<file path="config.mk">
export PLATFORM = sky130hd
export DESIGN_NAME = gnh_ram
export DESIGN_NICKNAME = d
export VERILOG_FILES = /design/src/design/gnh_ram.sv
export SDC_FILE = /design/constraint.sdc
export NUM_CORES = 1
export LEC_CHECK = 0
export ABC_AREA = 0
export BUFFER_PORTS_ARGS = -buffer_cell sky130_fd_sc_hd__buf_2
export CAP_MARGIN = 20
export CORE_ASPECT_RATIO = 1.5
export CORE_UTILIZATION = 62
export CTS_BUF_LIST = sky130_fd_sc_hd__clkbuf_4 sky130_fd_sc_hd__clkbuf_8 sky130_fd_sc_hd__clkbuf_16
export CTS_CLUSTER_DIAMETER = 200
export DETAILED_ROUTE_END_ITERATION = 6
export GPL_ROUTABILITY_DRIVEN = 0
export PLACE_DENSITY = 0.82
export RECOVER_POWER = 25
export SETUP_SLACK_MARGIN = 0.1
export SYNTH_ARGS = -nofsm -noshare
export SYNTH_HDL_FRONTEND = slang
export SYNTH_SLANG_ARGS = --single-unit
</file>
<file path="constraint.sdc">
create_clock -name clock -period 3.1 [get_ports clock]
set_input_delay 0.93 -clock clock [delete_from_list [all_inputs] [get_ports clock]]
set_output_delay 0.93 -clock clock [all_outputs]
set_load 0.005 [all_outputs]
</file>
<file path="src/design/gnh_ram.sv">
// gnh_ram: generic single-port-write, one-read ram with registered read data
// no dependencies
module gnh_ram #(
   parameter int unsigned WIDTH = 8,
   parameter int unsigned DEPTH = 64
) (
   input  logic                     clock,
   input  logic                     wr_en,
   input  logic [$clog2(DEPTH)-1:0] wr_addr,
   input  logic [WIDTH-1:0]         wr_data,
   input  logic [$clog2(DEPTH)-1:0] rd_addr,
   output logic [WIDTH-1:0]         rd_data
);
   logic [WIDTH-1:0] mem [DEPTH];
   logic [WIDTH-1:0] rd_data_ff;

   always_ff @(posedge clock) begin
      if (wr_en) begin
         mem[wr_addr] <= wr_data;
      end
      rd_data_ff <= mem[rd_addr];
   end
   assign rd_data = rd_data_ff;
endmodule

</file>
-- Word-level counts from Yosys, hierarchy flattened
Memory sizes are Yosys's and may differ from the RTL's. A register that Yosys moved wholly into a read port is not among the register bits.
Cells that the tools add are included.
- input port bits: 22
- memories: 1
- word-level logic and storage cells: 3
- flip-flop bits (word level): 0
- RAM bits: 512
- muxes and demuxes: 2
- memories (memory ; words ; bits a word ; rd ports ; clocked after memory_dff ; write ports ; RTL line ; source):
    mem ; 64 ; 8 ; 1 ; 1 ; 1 ; 14 ; logic [WIDTH-1:0] mem [DEPTH];
- operators with widths (cell ; count):
    1-bit two-way mux ; 2

-- Longest topological paths before layout
- word-level depth: 2
- mapped depth: 9

-- Worst setup path before layout
OpenSTA, ideal clock, no wires.
- kind: input to register
- start: input rd_addr[1]
- end: register rd_data_ff[3], in the netlist rd_data[3] (read register of mem)
- stages: 7
- slack: 502 ps
- path buffers: 3
- data required time: 2972 ps
- setup time: 128 ps
- data arrival time: 2470 ps
- path through: buf_4 -> buf_2 -> buf_2 -> mux4_2 -> mux4_2 -> o21ai_1 -> o41ai_1
- RTL lines (element ; RTL line ; source):
    start: declaration ; 11 ; input logic [$clog2(DEPTH)-1:0] rd_addr,
    end: declaration ; 15 ; logic [WIDTH-1:0] rd_data_ff;

==> results_dict.tcl <==
set metrics [dict create \
    drc 0 \
    pre_cts_ws_ns 0.0807 \
    final_cells 1528 \
    post_synth_fa_ha_maj_area_fraction_pct 0 \
    ios 30 \
    drtAntennaViolNets 0 \
    setup_slack_ns 0.509 \
    antenna_cells 0 \
    critical_path_required_ns 3.51 \
    final-hold-violation-count 0 \
    multiInputGateArea_um2 4320 \
    synth_ff_type "edfxtp_1" \
    final_nets 1107 \
    drive_gt1_share_pct 32.3 \
    grt_pass1_vias 10600 \
    synth_edf_count 512 \
    maxCapViolations 2 \
    ys.warnings.count 0 \
    regArea_um2 15500 \
    cts.repair.resized 0 \
    vias 10300 \
    cp-end-kind "register" \
    clock_path_buffers 3 \
    worstSetupStartpointType "input port" \
    hold-worst-slack_ns 0.902 \
    first_pass_iters 5 \
    syn_area_per_cell_um2 21.5 \
    grt_first_pass_wirelength_mm 69.2 \
    hold_path.class "input port to register" \
    async_flop_share_pct 0 \
    critical_path_class "input port to register" \
    dieArea_um2 33300 \
    n_fill_cell 1713 \
    fin_crit_sh_pct 83.6 \
    wire_per_inst_um 30.6 \
    die_y_um 223 \
    dp_hpwl_mm 28.0 \
    max_freq_mhz 386 \
    io_buffers 29 \
    avgViaCountPerCell 6.71 \
    netlist_area_um2 20200 \
    cts_root_buf "clkbuf_16" \
    ys_ff_latch 520 \
    clock_sinks 520 \
    place_inst 1450 \
    antenna_found_initial 1 \
    ir_worst_vdd_uv 391 \
    area_growth_pct 13.9 \
    fin_area_um2 23000 \
    min_period_ns 2.59 \
    holdBufCountCts 0 \
    synthCells 940 \
    drv_slew 59 \
    synth-simple-area-share_pct 3.39 \
    p_per_area_nw_per_um2 611 \
    htreeDepth 2 \
    place_area_um2 21600 \
    setup_violations 0 \
    drt-total-wl_mm 46.8 \
    syn-num-nets 962 \
    netlist-cell-type-count 40 \
    tightest_slew_ns 1.58 \
    drt_iter0_drc 1293 \
    rsz0062_at_grt "no" \
    cp_max_fo 18 \
    finClkSkew_ns 0.0157 \
    grt_max_degree 65 \
    critPathArrivalTime_ns 3.00 \
    clk-insertion-delay-late_ns 0.56 \
    track_usage_pct 29.8 \
    clk_pin_slew_ns 0.07 \
    post_cts_buffers 0 \
    synth_compound_area_share_pct 2.07 \
    ys_seq_area_share_pct 77.0 \
    utilization_pct 71.9 \
    synth.area.mux_share_pct 15.9 \
    cts_made_buffers 43 \
    setup_tns_ns 0 \
    synth_top_family_by_area "multiplexers" \
    initial_core_util_pct 63.2 \
    coreArea_um2 31900 \
    overflow 0 \
    total_power_mw 14.0 \
    status "finished with violations" \
    relSlewSlack_pct -5.27 \
    die_x_um 149 \
    violations "max-capacitance violations, max-slew violations" \
    cts_tree "yes" \
    synth_xor_area_share_pct 0 \
    p_leak_nw 7.46 \
    placementRows 80 \
]
layer usage:
| metal | share of wire (%) | routed length, um | global-route usage (%) | vias up |
|---|---|---|---|---|
| met1 | 34 | 15900 | 38.9 | 5249 |
| met4 | 4.3 | 2020 | 12.8 | 2 |
| met5 | 0.028 | 13 | 0 | - |
| met2 | 52 | 24300 | 49.5 | 671 |
| li1 | - | - | - | 4199 |
| met3 | 9.9 | 4620 | 5.36 | 139 |
critical path, stage by stage:
cell and delay (ns):
clkbuf_8 0.20, buf_4 0.38, mux4_2 0.54, a2111oi_0 0.59, buf_4 0.23, o41ai_1 0.10
path summary, 6_finish.rpt:
kind,startpoint,endpoint,slack (ns),depth (start not counted)
hold / removal,rd_addr[5],rd_data[1],0.90,3
setup reg to reg,mem[17][4],rd_data[4],1.04,5
setup / recovery,rd_addr[0],rd_data[5],0.51,6
hold reg to reg,mem[23][2],rd_data[2],0.90,4
cells in the final DEF, fill, tap and decap left out, types with 4 or more instances in the layout:
master / synthesis / layout
clkinv_2: 0 / 10
clkbuf_8: 0 / 4
dfxtp_1: 8 / 8
nor3_1: 7 / 7
nand2_1: 19 / 19
a211oi_1: 4 / 4
buf_4: 13 / 109
edfxtp_1: 512 / 512
o22ai_1: 8 / 8
mux2i_1: 23 / 23
a221oi_1: 6 / 6
nor2b_1: 14 / 14
clkbuf_4: 0 / 13
clkbuf_1: 17 / 6
clkbuf_2: 0 / 4
mux4_2: 126 / 126
mux2_2: 13 / 13
buf_12: 2 / 10
nand2b_1: 7 / 7
clkbuf_16: 0 / 45
nand3_1: 13 / 13
buf_2: 11 / 21
o221ai_1: 8 / 8
nor2_1: 83 / 83
power breakdown:
part	total, mW	switching (mW)	internal (mW)
Combinational	0.768	0.462	0.307
Sequential	7.81	0.0270	7.78
Clock	5.46	2.35	3.11
sequential cells by signal (all words and copies together) (netlist names):
register	count
rd_data	8
mem	512
final cells by class:
| class | instances | share of cell area (%) |
|---|---|---|
| Sequential cell | 520 | 67.6 |
| Tap cell | 410 | 2.23 |
| Timing Repair Buffer | 151 | 5.14 |
| Clock inverter | 17 | 0.697 |
| Multi-Input combinational cell | 369 | 18.8 |
| Clock buffer | 61 | 5.51 |
synth_stat cells (all sizes together), types with 6 or more instances:
master,number,area (um^2)
edfxtp,512,15400
a221oi,6,52.6
mux2,13,146
mux2i,23,230
nor2,83,312
mux4,126,2840
nor2b,14,87.6
nand2b,7,43.8
o221ai,8,70.1
nand2,19,71.3
dfxtp,8,160
nor3,7,35.0
buf,34,253
nand3,13,65.1
o22ai,8,50.1
clkbuf,17,63.8
cell families after synthesis:
| family | count (synthesis) |
|---|---|
| AND/OR/NAND/NOR | 153 |
| multiplexers | 162 |
| buffers and inverters | 51 |
| flip-flops | 520 |
| AO/OA/AOI/OAI | 54 |
Note: power is estimated with default switching activity, not from simulation.
